`config.mk`:
```
export PLATFORM = sky130hd
export DESIGN_NAME = ssa_alu
export DESIGN_NICKNAME = d
export VERILOG_FILES = /design/src/rtl/core/ssa_pkg.sv /design/src/rtl/core/ssa_alu.sv
export SDC_FILE = /design/constraint.sdc
export NUM_CORES = 1
export LEC_CHECK = 0
export ABC_AREA = 0
export BUFFER_PORTS_ARGS = -buffer_cell sky130_fd_sc_hd__buf_2
export CORE_MARGIN = 2
export CORE_UTILIZATION = 45
export DETAILED_ROUTE_END_ITERATION = 10
export GPL_ROUTABILITY_DRIVEN = 1
export PLACE_DENSITY = 0.8
export SETUP_SLACK_MARGIN = 0.02
export SLEW_MARGIN = 20
export SYNTH_ARGS = -nofsm -noshare
export SYNTH_HDL_FRONTEND = slang
export SYNTH_SLANG_ARGS = --single-unit
```
`constraint.sdc`:
```
create_clock -name vclk -period 2.8
set_clock_uncertainty 0.1 [all_clocks]
set_input_delay 0 -clock vclk [all_inputs]
set_output_delay 0 -clock vclk [all_outputs]
set_load 0.01 [all_outputs]
```
`src/rtl/core/ssa_pkg.sv`:
```
package ssa_pkg;

  localparam int COORD_BITS  = 12;
  localparam int SIZE_BITS   = 13;
  localparam int SUM_BITS    = 14;
  localparam int DEF_SHELVES = 32;
  localparam int DEF_SPANS   = 8;
  localparam logic [SIZE_BITS-1:0] SIDE = SIZE_BITS'(1) << COORD_BITS;
  localparam logic [SIZE_BITS-1:0] SHEET_RESET = 13'd1024;

  localparam logic [1:0] ACT_ALLOC   = 2'd0;
  localparam logic [1:0] ACT_RELEASE = 2'd1;
  localparam logic [1:0] ACT_CLEAR   = 2'd2;
  localparam logic [1:0] ACT_NONE    = 2'd3;

  localparam logic CFG_WIDTH  = 1'b0;
  localparam logic CFG_HEIGHT = 1'b1;

  typedef enum logic [1:0] {
    ST_OK      = 2'd0,
    ST_NOROOM  = 2'd1,
    ST_IGNORED = 2'd2,
    ST_FULL    = 2'd3
  } status_t;

  typedef struct packed {
    logic [COORD_BITS-1:0] left;
    logic [SIZE_BITS-1:0]  len;
  } span_t;

  typedef struct packed {
    logic [SUM_BITS-1:0] a;
    logic [SUM_BITS-1:0] b;
    logic [SUM_BITS-1:0] c;
  } alu_req_t;

  typedef struct packed {
    logic [SUM_BITS-1:0] sum;
    logic                le;
    logic                eq;
  } alu_rsp_t;

endpackage

```
`src/rtl/core/ssa_alu.sv`:
```
module ssa_alu (
  input  ssa_pkg::alu_req_t req,
  output ssa_pkg::alu_rsp_t rsp
);
  import ssa_pkg::*;

  logic [SUM_BITS-1:0] sum;

  assign sum     = req.a + req.b;
  assign rsp.sum = sum;
  assign rsp.le  = (sum <= req.c);
  assign rsp.eq  = (sum == req.c);

endmodule

```
==> metrics.yaml <==
grt_use_total: 0.214
leakage_nw: 0.884
crit_path_end_kind: "output port"
yosysSeqAreaShare: 0
synth_warnings: 0
grt_pass1_vias: 1251
antenna_left: 0
relSlewSlack: 0.741
diodes: 0
crit_buf_inv: 2
drive_gt1_frac: 0.472
wl_per_cell_um: 12.7
drt-initial-drc-count: 19
min_period_ps: 2680
cp.depth: 13
place_area_um2: 1510
setup_viol: 0
grt_max_degree: 10
netlist_area_um2: 1110
synth_nets: 211
wl_met1_um: 1240
grt-ovfl-total: 0
fmax_mhz: 374
tightest_slew_ps: 383
final_cell_area_um2: 1690
outcome: "finished, final reports clean"
drv_cap: 0
wl_met2_um: 1670
cp.arrival_ps: 2580
cp_max_fo: 3
min_path_cells: 3
power_density_nw_per_um2: 278
path_delay_family: "compound AO/OA/AOI/OAI gates"
yosys.cell_types.count: 40
port_buffers: 58
total_power_w: 0.000469
dieHeight_um: 53.7
crit_path_start_kind: "input port"
syn_area_per_cell_um2: 7.88
top_layer: "met4"
synth_top_area_frac: 0.304
finalWirelength_um: 3100
vdd_drop_max_uv: 203
cp-startpoint: "req[14]"
critPathSlowestCell: "fa_2"
hpwl_um: 2510
core.rowCount: 18
synth_cells: 141
die-width_um: 53.7
yosys-top-cells-count: "27 x ha_1, 17 x inv_1, 10 x a21oi_1"
worstHoldPathType: "input port to output port"
nFlopsAndLatches: 0
synth_top_cells_by_area: "ha_1 30%, inv_1 5.7%, a21o_1 5.4%"
via_count: 1336
n_clock_buffer: 0
dr_wl_met3_um: 174
synth_area_leader_cell: "ha_1"
nets: 286
yosysMostFrequentCell: "ha_1"
cp_cell_sequence: "buf_6 -> ha_4 -> fa_2 -> a21o_1 -> nand3_2 -> a31oi_1 -> xor2_1 -> ha_1 -> and3_4 -> a221o_1 -> a221oi_2 -> a21o_1 -> buf_2"
vias_per_cell: 5.48
report.final.slew_viol_count: 0
worstHoldStart: "req[28]"
setup_tns_ps: 0
crit_required_ps: 2700
seq_area_um2: 0
path_common_cell: "a21o_1"
fp.dieArea_um2: 2880
path_class: "input port to output port"
drc: 0
antenna_found_initial: 0
core-area_um2: 2410
max_stage_delay_ps: 390
final_util: 0.701
gp_congestion: 0.816
hold_viol: 0
grt_pass1_wl_um: 4820
drt-pass1-iter-count: 4
fin_crit_sh: 0.956
pin_count: 58
start_util: 0.461
area_growth_pct: 52.0
-- worst paths after layout --
path / end / slack, ps
worst max-delay path: rsp[1] / 120
worst min-delay path: rsp[2] / 210
-- routing by layer --
metal,vias up,track usage
li1,678,-
met1,609,0.238
met2,47,0.441
met3,2,0.00556
met4,0,0.0385
met5,-,0
-- where the power goes --
part           switching, W  total (W)  internal [W]
logic              0.000232   0.000469      0.000237
registers                 0          0             0
clock network             0          0             0
total              0.000232   0.000469      0.000237
-- tightest hold or removal path, delay by kind of cell --
kind | cells | cell delay, ps
adder cells (fa/ha/maj) | 1 | 120
buffers and inverters | 2 | 190
-- stage by stage --
step	hold WS (ps)	std cells	setup WS (ps)
after floorplan	54.3	141	109
after global placement	225	240	15.7
after detailed placement	229	240	-22.9
after CTS	230	241	56.1
after global routing	229	244	-13.3
final	210	244	123
-- cell type report --
cell class / instances / area, µm²
multi-input cells: 120 / 1140
fillers: 199 / 721
repair buffers: 77 / 452
inverters: 17 / 63.8
well taps: 30 / 37.5
-- kinds of logic after synthesis --
kind of cell / share of synthesized area
AO/OA/AOI/OAI: 0.318
XOR/XNOR: 0.0709
buffers and inverters: 0.0980
multiplexers: 0.00901
adder cells (fa/ha/maj): 0.322
AND/OR/NAND/NOR: 0.182
-- placed cells by master (no fill, tap or decap), types with 3 or more instances in the layout --
cell / Yosys / routed
o211ai_1: 3 / 3
buf_4: 0 / 19
buf_6: 4 / 3
xor2_1: 3 / 3
nor2_1: 3 / 3
a21o_1: 8 / 8
ha_1: 27 / 20
nand3_1: 6 / 4
ha_2: 0 / 3
inv_1: 17 / 17
buf_2: 0 / 55
nor3_1: 7 / 5
o21a_1: 3 / 3
nand2_1: 5 / 5
ha_4: 0 / 4
nor2b_1: 4 / 4
xnor2_1: 6 / 6
a21oi_1: 10 / 9
o21ai_0: 4 / 4
-- what timing repair did --
item | 4_1_cts | 5_1_grt
pin swaps | 2 | 18
endpoints found under the setup margin | 1 | 2
buffers inserted | 1 | 3
hold buffers | 0 | 0
hold endpoints to repair | 0 | 0
resized for setup | 5 | 21
(Power assumes the default switching activity.)
